### src/rtl/lps_pkg.sv
`default_nettype none
package lps_pkg;

  localparam int ColorW    = 24;
  localparam int CountW    = 8;
  localparam int IntervalW = 16;
  localparam int StepW     = 8;

  localparam logic [StepW-1:0]     FullLevel     = 8'hFF;
  localparam logic [StepW-1:0]     BootStepReset = 8'd4;
  localparam logic [IntervalW-1:0] ElapsedMax    = 16'hFFFF;

  typedef enum logic [1:0] {
    OP_TICK  = 2'd0,
    OP_SOLID = 2'd1,
    OP_BLINK = 2'd2,
    OP_BOOT  = 2'd3
  } lps_op_t;

  typedef enum logic [1:0] {
    MODE_NONE  = 2'd0,
    MODE_BLINK = 2'd1,
    MODE_BOOT  = 2'd2,
    MODE_SOLID = 2'd3
  } lps_mode_t;

  typedef enum logic [1:0] {
    PHASE_RED_BLUE   = 2'd0,
    PHASE_BLUE_GREEN = 2'd1,
    PHASE_GREEN_RED  = 2'd2,
    PHASE_DONE       = 2'd3
  } lps_phase_t;

  typedef struct packed {
    logic [1:0]           operation;
    logic [ColorW-1:0]    color;
    logic [CountW-1:0]    blink_count;
    logic [IntervalW-1:0] blink_interval;
  } lps_item_t;

  typedef struct packed {
    logic [ColorW-1:0] led_color;
    logic              updated;
    logic [1:0]        pattern;
  } lps_result_t;

  function automatic logic [ColorW-1:0] fade_color(input lps_phase_t phase,
                                                   input logic [StepW-1:0] s);
    logic [StepW-1:0] down;
    logic [ColorW-1:0] c;
    down = FullLevel - s;
    case (phase)
      PHASE_RED_BLUE:   c = {down, 8'h00, s};
      PHASE_BLUE_GREEN: c = {8'h00, s, down};
      PHASE_GREEN_RED:  c = {s, down, 8'h00};
      default:          c = '0;
    endcase
    return c;
  endfunction

endpackage
`default_nettype wire

### src/rtl/lps_in_if.sv
`default_nettype none
interface lps_in_if
  import lps_pkg::*;
();
  logic                 valid;
  logic                 ready;
  logic [1:0]           operation;
  logic [ColorW-1:0]    color;
  logic [CountW-1:0]    blink_count;
  logic [IntervalW-1:0] blink_interval;

  modport source (output valid, output operation, output color, output blink_count,
                  output blink_interval, input ready);
  modport sink (input valid, input operation, input color, input blink_count,
                input blink_interval, output ready);
endinterface
`default_nettype wire

### src/rtl/lps_out_if.sv
`default_nettype none
interface lps_out_if
  import lps_pkg::*;
();
  logic              valid;
  logic              ready;
  logic [ColorW-1:0] led_color;
  logic              updated;
  logic [1:0]        pattern;

  modport source (output valid, output led_color, output updated, output pattern,
                  input ready);
  modport sink (input valid, input led_color, input updated, input pattern,
                output ready);
endinterface
`default_nettype wire

### src/rtl/lps_in_stage.sv
`default_nettype none
module lps_in_stage
  import lps_pkg::*;
(
  input  wire logic  clk,
  input  wire logic  rst_n,
  lps_in_if.sink     in_ch,
  input  wire logic  advance,
  output logic       item_valid,
  output lps_item_t  item
);

  logic      valid_r;
  logic      valid_nxt;
  lps_item_t item_r;
  logic      take;

  assign in_ch.ready = !valid_r || advance;
  assign take        = in_ch.valid && in_ch.ready;

  always_comb begin
    valid_nxt = valid_r;
    if (take) begin
      valid_nxt = 1'b1;
    end else if (advance) begin
      valid_nxt = 1'b0;
    end
  end

  always_ff @(posedge clk) begin
    if (!rst_n) begin
      valid_r <= 1'b0;
    end else begin
      valid_r <= valid_nxt;
    end
  end

  always_ff @(posedge clk) begin
    if (take) begin
      item_r <= '{operation:      in_ch.operation,
                  color:          in_ch.color,
                  blink_count:    in_ch.blink_count,
                  blink_interval: in_ch.blink_interval};
    end
  end

  assign item_valid = valid_r;
  assign item       = item_r;

endmodule
`default_nettype wire

### src/rtl/lps_engine.sv
`default_nettype none
module lps_engine
  import lps_pkg::*;
(
  input  wire logic             clk,
  input  wire logic             rst_n,
  input  wire logic             cfg_we,
  input  wire logic [StepW-1:0] cfg_wdata,
  input  wire logic             advance,
  input  wire lps_item_t        item,
  output lps_result_t           result
);

  logic [StepW-1:0]     boot_step_ticks_r;
  lps_mode_t            mode_r, mode_nxt;
  logic [ColorW-1:0]    solid_color_r, solid_color_nxt;
  logic [ColorW-1:0]    flash_color_r, flash_color_nxt;
  logic [CountW-1:0]    blinks_left_r, blinks_left_nxt;
  logic [IntervalW-1:0] half_period_r, half_period_nxt;
  logic [IntervalW-1:0] elapsed_r, elapsed_nxt;
  logic                 lamp_on_r, lamp_on_nxt;
  lps_phase_t           phase_r, phase_nxt;
  logic [StepW-1:0]     step_r, step_nxt;
  logic [ColorW-1:0]    shown_r, shown_nxt;
  logic                 upd;
  logic [IntervalW-1:0] elapsed_inc;

  // saturating tick count, shared by blink and boot
  assign elapsed_inc = (elapsed_r == ElapsedMax) ? elapsed_r : elapsed_r + 1'b1;

  always_comb begin
    mode_nxt        = mode_r;
    solid_color_nxt = solid_color_r;
    flash_color_nxt = flash_color_r;
    blinks_left_nxt = blinks_left_r;
    half_period_nxt = half_period_r;
    elapsed_nxt     = elapsed_r;
    lamp_on_nxt     = lamp_on_r;
    phase_nxt       = phase_r;
    step_nxt        = step_r;
    shown_nxt       = shown_r;
    upd             = 1'b0;
    case (item.operation)
      OP_SOLID: begin
        solid_color_nxt = item.color;
        mode_nxt        = MODE_SOLID;
        shown_nxt       = item.color;
        upd             = 1'b1;
      end
      OP_BLINK: begin
        mode_nxt        = MODE_BLINK;
        flash_color_nxt = item.color;
        blinks_left_nxt = item.blink_count;
        half_period_nxt = item.blink_interval;
        elapsed_nxt     = '0;
        lamp_on_nxt     = 1'b1;
        shown_nxt       = item.color;
        upd             = 1'b1;
      end
      OP_BOOT: begin
        mode_nxt    = MODE_BOOT;
        phase_nxt   = PHASE_RED_BLUE;
        step_nxt    = '0;
        elapsed_nxt = '0;
      end
      default: begin
        case (mode_r)
          MODE_BLINK: begin
            if (blinks_left_r == '0) begin
              shown_nxt = solid_color_r;
              mode_nxt  = MODE_SOLID;
              upd       = 1'b1;
            end else if (elapsed_inc < half_period_r) begin
              elapsed_nxt = elapsed_inc;
            end else begin
              if (lamp_on_r) begin
                shown_nxt       = '0;
                blinks_left_nxt = blinks_left_r - 1'b1;
              end else begin
                shown_nxt = flash_color_r;
              end
              lamp_on_nxt = !lamp_on_r;
              elapsed_nxt = '0;
              upd         = 1'b1;
            end
          end
          MODE_BOOT: begin
            if (elapsed_inc < {{(IntervalW-StepW){1'b0}}, boot_step_ticks_r}) begin
              elapsed_nxt = elapsed_inc;
            end else begin
              elapsed_nxt = '0;
              upd         = 1'b1;
              if (phase_r == PHASE_DONE) begin
                shown_nxt = '0;
                mode_nxt  = MODE_NONE;
                phase_nxt = PHASE_RED_BLUE;
                step_nxt  = '0;
              end else begin
                shown_nxt = fade_color(phase_r, step_r);
                if (step_r == FullLevel) begin
                  step_nxt  = '0;
                  phase_nxt = lps_phase_t'(phase_r + 2'd1);
                end else begin
                  step_nxt = step_r + 1'b1;
                end
              end
            end
          end
          MODE_SOLID: mode_nxt = MODE_NONE;
          default: ;
        endcase
      end
    endcase
  end

  assign result = '{led_color: shown_nxt, updated: upd, pattern: mode_nxt};

  always_ff @(posedge clk) begin
    if (!rst_n) begin
      boot_step_ticks_r <= BootStepReset;
      mode_r            <= MODE_NONE;
      solid_color_r     <= '0;
      flash_color_r     <= '0;
      blinks_left_r     <= '0;
      half_period_r     <= '0;
      elapsed_r         <= '0;
      lamp_on_r         <= 1'b0;
      phase_r           <= PHASE_RED_BLUE;
      step_r            <= '0;
      shown_r           <= '0;
    end else begin
      if (cfg_we) begin
        boot_step_ticks_r <= cfg_wdata;
      end
      if (advance) begin
        mode_r        <= mode_nxt;
        solid_color_r <= solid_color_nxt;
        flash_color_r <= flash_color_nxt;
        blinks_left_r <= blinks_left_nxt;
        half_period_r <= half_period_nxt;
        elapsed_r     <= elapsed_nxt;
        lamp_on_r     <= lamp_on_nxt;
        phase_r       <= phase_nxt;
        step_r        <= step_nxt;
        shown_r       <= shown_nxt;
      end
    end
  end

endmodule
`default_nettype wire

### src/rtl/lps_out_stage.sv
`default_nettype none
module lps_out_stage
  import lps_pkg::*;
(
  input  wire logic        clk,
  input  wire logic        rst_n,
  input  wire logic        load,
  input  wire lps_result_t result,
  output logic             free,
  lps_out_if.source        out_ch
);

  logic        valid_r;
  logic        valid_nxt;
  lps_result_t result_r;

  assign free = !valid_r || out_ch.ready;

  always_comb begin
    valid_nxt = valid_r;
    if (load) begin
      valid_nxt = 1'b1;
    end else if (out_ch.ready) begin
      valid_nxt = 1'b0;
    end
  end

  always_ff @(posedge clk) begin
    if (!rst_n) begin
      valid_r <= 1'b0;
    end else begin
      valid_r <= valid_nxt;
    end
  end

  always_ff @(posedge clk) begin
    if (load) begin
      result_r <= result;
    end
  end

  assign out_ch.valid     = valid_r;
  assign out_ch.led_color = result_r.led_color;
  assign out_ch.updated   = result_r.updated;
  assign out_ch.pattern   = result_r.pattern;

endmodule
`default_nettype wire

### src/rtl/led_pattern_sequencer.sv
// Channel   Dir  Handshake       Payload
// in_ch     in   valid/ready     operation, color, blink_count, blink_interval
// out_ch    out  valid/ready     led_color, updated, pattern
// cfg       in   cfg_we          cfg_wdata = boot_step_ticks
//
// One item per cycle sustained while out_ch is not stalled; the result passes from
// the input accept through the input register, then the result register.
// The pattern state advances when the input register hands its item to the
// result register; a stalled result register holds the input register.
// rst_n is synchronous: pattern none, LED off, boot_step_ticks = 4.
`default_nettype none
module led_pattern_sequencer
  import lps_pkg::*;
(
  input  wire logic             clk,
  input  wire logic             rst_n,
  lps_in_if.sink                in_ch,
  lps_out_if.source             out_ch,
  input  wire logic             cfg_we,
  input  wire logic [StepW-1:0] cfg_wdata
);

  logic        item_valid;
  lps_item_t   item;
  lps_result_t result;
  logic        out_free;
  logic        advance;

  assign advance = item_valid && out_free;

  lps_in_stage u_in_stage (
    .clk        (clk),
    .rst_n      (rst_n),
    .in_ch      (in_ch),
    .advance    (advance),
    .item_valid (item_valid),
    .item       (item)
  );

  lps_engine u_engine (
    .clk       (clk),
    .rst_n     (rst_n),
    .cfg_we    (cfg_we),
    .cfg_wdata (cfg_wdata),
    .advance   (advance),
    .item      (item),
    .result    (result)
  );

  lps_out_stage u_out_stage (
    .clk    (clk),
    .rst_n  (rst_n),
    .load   (advance),
    .result (result),
    .free   (out_free),
    .out_ch (out_ch)
  );

endmodule
`default_nettype wire

### src/flat_wrapper.sv
// flat-port wrapper written by rule: the top's interface ports become plain ports
module led_pattern_sequencer_flat import lps_pkg::*;
  (clk, rst_n, cfg_we, cfg_wdata, in_ch_valid, in_ch_operation, in_ch_color, in_ch_blink_count, in_ch_blink_interval, in_ch_ready, out_ch_valid, out_ch_led_color, out_ch_updated, out_ch_pattern, out_ch_ready);
  lps_in_if in_ch_i ();
  lps_out_if out_ch_i ();
  input  wire logic clk;
  input  wire logic rst_n;
  input  wire logic cfg_we;
  input  wire logic [StepW-1:0] cfg_wdata;
  input wire logic [$bits(in_ch_i.valid)-1:0] in_ch_valid;
  input wire logic [$bits(in_ch_i.operation)-1:0] in_ch_operation;
  input wire logic [$bits(in_ch_i.color)-1:0] in_ch_color;
  input wire logic [$bits(in_ch_i.blink_count)-1:0] in_ch_blink_count;
  input wire logic [$bits(in_ch_i.blink_interval)-1:0] in_ch_blink_interval;
  output wire logic [$bits(in_ch_i.ready)-1:0] in_ch_ready;
  output wire logic [$bits(out_ch_i.valid)-1:0] out_ch_valid;
  output wire logic [$bits(out_ch_i.led_color)-1:0] out_ch_led_color;
  output wire logic [$bits(out_ch_i.updated)-1:0] out_ch_updated;
  output wire logic [$bits(out_ch_i.pattern)-1:0] out_ch_pattern;
  input wire logic [$bits(out_ch_i.ready)-1:0] out_ch_ready;
  assign in_ch_i.valid = in_ch_valid;
  assign in_ch_i.operation = in_ch_operation;
  assign in_ch_i.color = in_ch_color;
  assign in_ch_i.blink_count = in_ch_blink_count;
  assign in_ch_i.blink_interval = in_ch_blink_interval;
  assign in_ch_ready = in_ch_i.ready;
  assign out_ch_valid = out_ch_i.valid;
  assign out_ch_led_color = out_ch_i.led_color;
  assign out_ch_updated = out_ch_i.updated;
  assign out_ch_pattern = out_ch_i.pattern;
  assign out_ch_i.ready = out_ch_ready;
  led_pattern_sequencer u_core (.clk(clk), .rst_n(rst_n), .in_ch(in_ch_i), .out_ch(out_ch_i), .cfg_we(cfg_we), .cfg_wdata(cfg_wdata));
endmodule
### config.mk
export PLATFORM = sky130hd
export DESIGN_NAME = led_pattern_sequencer_flat
export DESIGN_NICKNAME = d
export VERILOG_FILES = /design/src/rtl/lps_pkg.sv /design/src/rtl/lps_in_if.sv /design/src/rtl/lps_out_if.sv /design/src/rtl/lps_in_stage.sv /design/src/rtl/lps_engine.sv /design/src/rtl/lps_out_stage.sv /design/src/rtl/led_pattern_sequencer.sv /design/src/flat_wrapper.sv
export SDC_FILE = /design/constraint.sdc
export NUM_CORES = 1
export LEC_CHECK = 0
export ABC_AREA = 1
export BUFFER_PORTS_ARGS = -buffer_cell sky130_fd_sc_hd__clkbuf_2
export CELL_PAD_IN_SITES_DETAIL_PLACEMENT = 1
export CELL_PAD_IN_SITES_GLOBAL_PLACEMENT = 1
export CORE_ASPECT_RATIO = 1.2
export CORE_MARGIN = 5
export CORE_UTILIZATION = 44
export DETAILED_ROUTE_END_ITERATION = 10
export PLACE_DENSITY_LB_ADDON = 0.12
export SETUP_SLACK_MARGIN = 0.05
export SLEW_MARGIN = 0
export SYNTH_ARGS = -nofsm -noshare
export SYNTH_HDL_FRONTEND = slang
export SYNTH_HIERARCHICAL = 1
export SYNTH_SLANG_ARGS = --single-unit
### constraint.sdc
create_clock -name clk -period 6.3 [get_ports clk]
set_input_delay 0.945 -clock clk [delete_from_list [all_inputs] [get_ports clk]]
set_output_delay 0.945 -clock clk [all_outputs]
set_load 0.05 [all_outputs]
==> impl_metrics.py, run 1 <==
metrics = {
    "sta": {
        "slew-limit-headroom": 0.220,
        "fin_crit_sh": 0.786,
        "tightest_slew_ns": 1.17,
        "max_freq_ghz": 0.202,
        "rsz0062_at_grt": "no",
        "min_period_ns": 4.95,
        "slew_viol_final": 0,
        "setup_tns_ns": 0,
        "hold_viol": 0,
        "setup_violations": 0,
        "setup_ws_ns": 1.35,
        "clock_skew_ns": 0.0225,
    },
    "worst_setup_path": {
        "crit_chain": "ha_1, nand3_2, nor2_2, nand2_1, nand2_1, ha_1, a21oi_1, nor2_1, a211oi_1, nand2_1, nor2_1, nand3b_1, nor2_4, nand2_2, nand2_1, nor3b_4, nand2_1, a21oi_1",
        "cpMostUsedCell": "nand2_1",
        "cp-start-kind": "flip-flop",
        "critPathSlowestCell": "nor3b_4",
        "cp.required_ns": 6.72,
        "critPathMaxFanout": 26,
        "critPathTopFamily": "simple AND/OR/NAND/NOR gates",
        "path_class": "reg2reg",
        "cp-end-kind": "flip-flop",
        "crit_buf_inv": 0,
        "cp_data_arrival_time_ns": 5.37,
        "max_stage_delay_ns": 0.67,
    },
    "placed_design": {
        "port_buffers": 91,
        "pre_cts_ws_ns": 1.46,
        "routabilityCongestion": 0.883,
        "placed_area_sq_um": 11700,
        "dpl.hpwl_microns": 22900,
    },
    "clock_tree": {
        "cts_root_buffer": "clkbuf_16",
        "cts_hold_buffers": 0,
        "cts_num_sinks": 212,
        "h-tree-depth": 1,
        "cts_buffers": 25,
        "tritoncts": "built",
        "cts_setup_buffers": 0,
        "cts_resized": 0,
        "insertion_delay_ns": 0.53,
        "cts_buffer_depth": 3,
        "clk_pin_slew_ns": 0.06,
    },
    "power_and_ir_drop": {
        "peakVddDrop_mv": 0.201,
        "p_per_area_nw_per_um2": 285,
        "p_leak_nw": 5.51,
    },
    "grt": {
        "overflow": 0,
        "grt_max_degree": 82,
        "antenna_found_initial": 0,
        "grt_use_total": 0.252,
        "grt_pass1_vias": 11225,
        "grt_first_pass_wirelength_microns": 58300,
    },
    "finish": {
        "final_nets": 1646,
        "post-route-util": 0.507,
        "antenna_cells": 0,
        "final_area_sq_um": 12600,
        "layout-drive-gt1-share": 0.110,
        "area_growth_pct": 13.3,
    },
    "detailed_routing": {
        "first_iter_violations": 686,
        "viasPerCell": 5.53,
        "dr_wl_met2_microns": 18600,
        "highest_layer": "met4",
        "postRouteWirelength_microns": 36100,
        "wl_met1_microns": 14800,
        "routed-wl-met3_microns": 1610,
        "dr.pass1.iters": 5,
        "drc": 0,
        "num_vias": 10461,
        "ant_nets": 0,
        "avgRoutedWirePerCell_microns": 19.1,
    },
    "die": {
        "die_w_microns": 155,
        "ios": 92,
        "core_sq_um": 24800,
        "dieHeight_microns": 184,
        "initial_core_util": 0.448,
        "rows": 63,
        "dieArea_sq_um": 28500,
    },
    "yosys": {
        "ys_types": 38,
        "synth_top_area_frac": 0.244,
        "synth_area_sq_um": 11100,
        "ys.warnings.count": 6,
        "avgSynthCellArea_sq_um": 7.39,
        "synth.most_common_cell": "nand2_1",
        "async_reset_ff_frac": 0,
        "syn-num-nets": 1597,
        "ys_ff_latch": 212,
        "synth.area.top_cells": "dfxtp_1, edfxtp_1, nand2_1",
        "synth-edff-count": 77,
        "ys_seq_area_frac": 0.453,
        "syn_inst": 1500,
        "synthTopCellsByCount": "nand2_1, nand3_1, nor2_1, inv_1, dfxtp_1",
        "synth_top_area_cell": "dfxtp_1",
        "synth_flop_cell": "dfxtp_1",
    },
    "run": {
        "max_cap_viol_count": 0,
    },
    "run_status": {
        "status": "finished, final reports clean",
    },
    "hold_path": {
        "hold_class": "reg2reg",
    },
}
[final timing paths]
check	slack, ns	end	start	cells after the start
worst min register to register	0.46	u_core/u_engine/half_period_r[1]$_SDFFE_PN0P_	u_core/u_engine/half_period_r[1]$_SDFFE_PN0P_	2
worst max register to register	1.35	u_core/u_engine/elapsed_r[0]$_SDFFE_PN0P_	u_core/u_engine/elapsed_r[0]$_SDFFE_PN0P_	18
worst min-delay path	0.46	u_core/u_engine/half_period_r[1]$_SDFFE_PN0P_	u_core/u_engine/half_period_r[1]$_SDFFE_PN0P_	2
worst max-delay path	1.35	u_core/u_engine/elapsed_r[0]$_SDFFE_PN0P_	u_core/u_engine/elapsed_r[0]$_SDFFE_PN0P_	18
[sequential cells by signal, indices dropped and copies added, names as in the netlist]
| name | cells |
|---|---|
| u_core/u_out_stage/out_ch.pattern | 2 |
| u_core/u_out_stage/out_ch.updated | 1 |
| u_core/u_out_stage/out_ch.led_color | 24 |
| u_core/u_out_stage/out_ch.valid | 1 |
| u_core/u_engine/boot_step_ticks_r | 8 |
| u_core/u_in_stage/item_valid | 1 |
| u_core/u_engine/lamp_on_r | 1 |
| u_core/u_engine/flash_color_r | 24 |
| u_core/u_engine/step_r | 8 |
| u_core/u_engine/phase_r | 2 |
| u_core/u_engine/elapsed_r | 16 |
| u_core/u_engine/shown_r | 24 |
| u_core/u_engine/half_period_r | 16 |
| u_core/u_engine/mode_r | 2 |
| u_core/u_engine/blinks_left_r | 8 |
| u_core/u_in_stage/item | 50 |
| u_core/u_engine/solid_color_r | 24 |
[worst reg2reg max path, cell delays in order, from the launching register on]
cell and delay [ns]:
dfxtp_1 0.44, ha_1 0.32, nand3_2 0.13, nor2_2 0.19, nand2_1 0.29, nand2_1 0.23, ha_1 0.27, a21oi_1 0.16
nor2_1 0.07, a211oi_1 0.21, nand2_1 0.08, nor2_1 0.09, nand3b_1 0.13, nor2_4 0.61, nand2_2 0.42, nand2_1 0.23
nor3b_4 0.67, nand2_1 0.13, a21oi_1 0.19
[cell usage in the layout, fill, tap and decap left out, types with 2 or more instances in the layout]
master / count
clkbuf_16: 25
o21ai_1: 4
o211ai_1: 2
clkinv_1: 4
a32oi_1: 24
nor3_1: 7
inv_1: 161
a21oi_1: 110
dfxtp_1: 135
clkinv_2: 7
nand3_1: 188
o21ai_0: 130
nor2_1: 168
a211oi_1: 4
nor4_1: 2
edfxtp_1: 77
inv_2: 6
clkbuf_8: 2
nor2_2: 2
bufinv_16: 3
clkbuf_1: 5
xor2_1: 13
xnor2_1: 2
nor2_4: 2
nand3_2: 4
nand4_1: 9
nand2_2: 7
nand2_1: 313
a21oi_2: 2
buf_4: 14
ha_1: 33
clkbuf_2: 91
[logic make-up after synthesis]
family                   Yosys count  synth area share
flip-flops                       212             0.453
XOR/XNOR                          15            0.0119
adder cells (fa/ha/maj)           34            0.0384
AO/OA/AOI/OAI                    279             0.137
AND/OR/NAND/NOR                  708             0.273
buffers and inverters            252            0.0873
[final cells by class]
cell class | instances | area, sq um
clock inverters | 14 | 150
fillers | 3187 | 12200
well taps | 325 | 407
flip-flops and latches | 212 | 5010
multi-input cells | 1036 | 5110
inverters | 169 | 634
clock buffers | 32 | 672
repair buffers | 105 | 561
[through the flow]
step	hold slack (ns)	total power, mW	std cells
after CTS	0.470	3.62	1893
after global placement	0.452	2.12	1847
after detailed placement	0.459	2.14	1847
after global routing	0.493	3.75	1893
after floorplan	0.435	1.96	1500
final	0.465	3.58	1893
[report_power, final]
group	internal, mW	switching (mW)
registers	1.51	0.0387
logic	0.156	0.418
clock network	0.876	0.588
[per-layer routing]
layer  vias to the layer above  global-route usage
met3                        85              0.0334
met5                         -                   0
met2                       260               0.471
met4                         0              0.0834
met1                      5060               0.298
li1                       5056                   -
Note: power is estimated with default switching activity, not from simulation.
==> run 2: changes to the inputs <==
- CORE_UTILIZATION: 44 -> 40
- clock period: 6.3 -> 4.4 ns (I/O delays scaled with it)
==> impl_metrics.py, run 2 (synthesis results as in run 1) <==
metrics = {
    "clock_tree": {
        "cts_buffer_depth": 3,
        "cts_num_sinks": 212,
        "cts_buffers": 24,
        "cts_root_buffer": "clkbuf_16",
        "tritoncts": "built",
        "insertion_delay_ns": 0.54,
        "clk_pin_slew_ns": 0.06,
        "h-tree-depth": 1,
    },
    "die": {
        "core_sq_um": 27300,
        "initial_core_util": 0.407,
        "rows": 66,
        "die_w_microns": 162,
        "dieHeight_microns": 192,
        "ios": 92,
        "dieArea_sq_um": 31100,
    },
    "worst_setup_path": {
        "critPathLaunch": "u_core/u_engine/elapsed_r[0]$_SDFFE_PN0P_",
        "cpMostUsedCell": "nand2_1",
        "critPathSlowestCell": "dfxtp_1",
        "crit_chain": "ha_1, nand3_2, nor2_2, nand2_1, nand2_1, ha_1, a21oi_1, nor2_1, a211oi_1, nand2_1, nand2_2, nand2_4, a21oi_1, inv_1, nand3_2, nand2_1, nand2_1, nor2_1",
        "cp_data_arrival_time_ns": 4.35,
        "cp-end-kind": "flip-flop",
        "critPathMaxFanout": 14,
        "worstReg2RegStart": "u_core/u_engine/elapsed_r[0]$_SDFFE_PN0P_",
        "cp.required_ns": 4.81,
        "cp-start-kind": "flip-flop",
        "max_stage_delay_ns": 0.45,
        "path_class": "reg2reg",
    },
    "finish": {
        "largest_reg_flops": 50,
        "n_fill_cell": 3441,
        "final_nets": 1657,
        "final_cell_mix": "nand2_1, nand3_1, nor2_1",
        "antenna_cells": 0,
        "area_growth_pct": 14.5,
        "layout-drive-gt1-share": 0.114,
        "layout_commonest_cell": "nand2_1",
    },
    "grt": {
        "grt_use_total": 0.235,
        "gr-usage-met2": 0.436,
        "use_met1": 0.279,
        "grt.busiest_layer": "met2",
        "overflow": 0,
        "antenna_found_initial": 0,
        "grt_first_pass_wirelength_microns": 58600,
        "grt_pass1_vias": 11002,
        "gr-usage-met3": 0.0295,
        "grt_max_degree": 54,
    },
    "power_and_ir_drop": {
        "p_per_area_nw_per_um2": 412,
        "clkPwrFrac": 0.417,
        "internal_power_mw": 3.74,
        "finalPower_mw": 5.23,
        "power_frac_comb": 0.159,
        "peakVddDrop_mv": 0.298,
        "swShare": 0.285,
        "p_leak_nw": 5.57,
        "seq_power_share": 0.424,
        "p_switching_mw": 1.49,
    },
    "detailed_routing": {
        "first_iter_violations": 555,
        "viasPerCell": 5.44,
        "num_vias": 10430,
        "postRouteWirelength_microns": 36800,
        "avgRoutedWirePerCell_microns": 19.2,
        "dr.pass1.iters": 5,
        "drc": 0,
        "ant_nets": 0,
    },
    "sta": {
        "max_freq_ghz": 0.254,
        "clock_skew_ns": 0.0199,
        "setup_violations": 0,
        "min_period_ns": 3.94,
        "setup_tns_ns": 0,
        "hold_viol": 0,
        "rsz0062_at_grt": "no",
        "tightest_slew_ns": 0.888,
        "slew_viol_final": 0,
        "fin_crit_sh": 0.895,
        "slew-limit-headroom": 0.408,
    },
    "run": {
        "max_cap_viol_count": 0,
    },
    "hold_path": {
        "hold_class": "in2reg",
        "holdCritStartpoint": "in_ch_color[14]",
    },
    "run_status": {
        "status": "finished, final reports clean",
    },
    "placed_design": {
        "dpl.hpwl_microns": 23500,
        "port_buffers": 91,
        "routabilityCongestion": 0.923,
    },
}
==> run 2: cell types whose count changed in the layout (fill, tap and decap cells not counted), sizes merged <==
cell | before | now
clkbuf | 123 | 124
buf | 14 | 26
clkinv | 12 | 8
inv | 168 | 167
bufinv | 3 | 5
==> run 2: metal layers <==
metal	vias up	wire, microns
li1	5088	-
met3	88	1470
met1	5037	15200
met2	217	18800
met4	0	1300
met5	-	0
==> run 2: final timing paths <==
kind | to | slack [ns] | depth (start not counted)
hold reg to reg | u_core/u_engine/half_period_r[6]$_SDFFE_PN0P_ | 0.46 | 2
setup / recovery | u_core/u_engine/blinks_left_r[7]$_SDFFE_PN0P_ | 0.46 | 18
hold / removal | u_core/u_in_stage/item[38]$_DFFE_PP_ | 0.30 | 1
setup reg to reg | u_core/u_engine/blinks_left_r[7]$_SDFFE_PN0P_ | 0.46 | 18
==> run 2: layout make-up <==
| class | instances | area, sq um | share of cell area |
|---|---|---|---|
| inverter | 169 | 634 | 0.0500 |
| clock inverter | 11 | 175 | 0.0138 |
| tap | 340 | 425 | 0.0335 |
| sequential | 212 | 5010 | 0.395 |
| timing repair buffer | 117 | 651 | 0.0513 |
| clock buffer | 33 | 666 | 0.0525 |
| multi-input combinational | 1036 | 5120 | 0.403 |
==> run 2: power groups by stage <==
stage	logic, mW	registers (mW)	clock network, mW
6_report	0.832	2.21	2.18
5_1_grt	0.919	2.22	2.31
4_1_cts	0.836	2.22	2.22
2_1_floorplan	0.492	2.31	0
3_5_place_dp	0.830	2.26	0
3_3_place_gp	0.815	2.25	0
==> run 2: worst max-delay path, delay by kind of cell, from the launching register on <==
| kind | cells | cell delay, ns |
|---|---|---|
| AOI/OAI and AO/OA | 3 | 0.86 |
| and+or+nand+nor | 12 | 1.76 |
| buffers and inverters | 1 | 0.15 |
| adders and majority gates | 2 | 0.60 |
| DFF | 1 | 0.45 |
==> run 2: what timing repair did <==
| action | in CTS | in global routing |
|---|---|---|
| gates resized for setup | 0 | 1 |
| buffers inserted | 0 | 0 |
| hold buffers | 0 | 0 |
| endpoints found under the setup margin | 0 | 7 |
| hold endpoints to repair | 0 | 0 |
==> run 2: through the flow <==
step / instances / worst slack (ns) / cell area [sq um] / hold slack (ns) / util
finish: 1918 / 0.464 / 12700 / 0.302 / 0.465
global route: 1918 / 0.134 / 12700 / 0.284 / 0.465
floorplan: 1500 / 0.939 / 11100 / 0.435 / -
global placement: 1874 / 0.453 / 11800 / 0.454 / 0.434
CTS: 1918 / 0.313 / 12700 / 0.286 / 0.465
detailed placement: 1874 / 0.354 / 11800 / 0.458 / 0.434
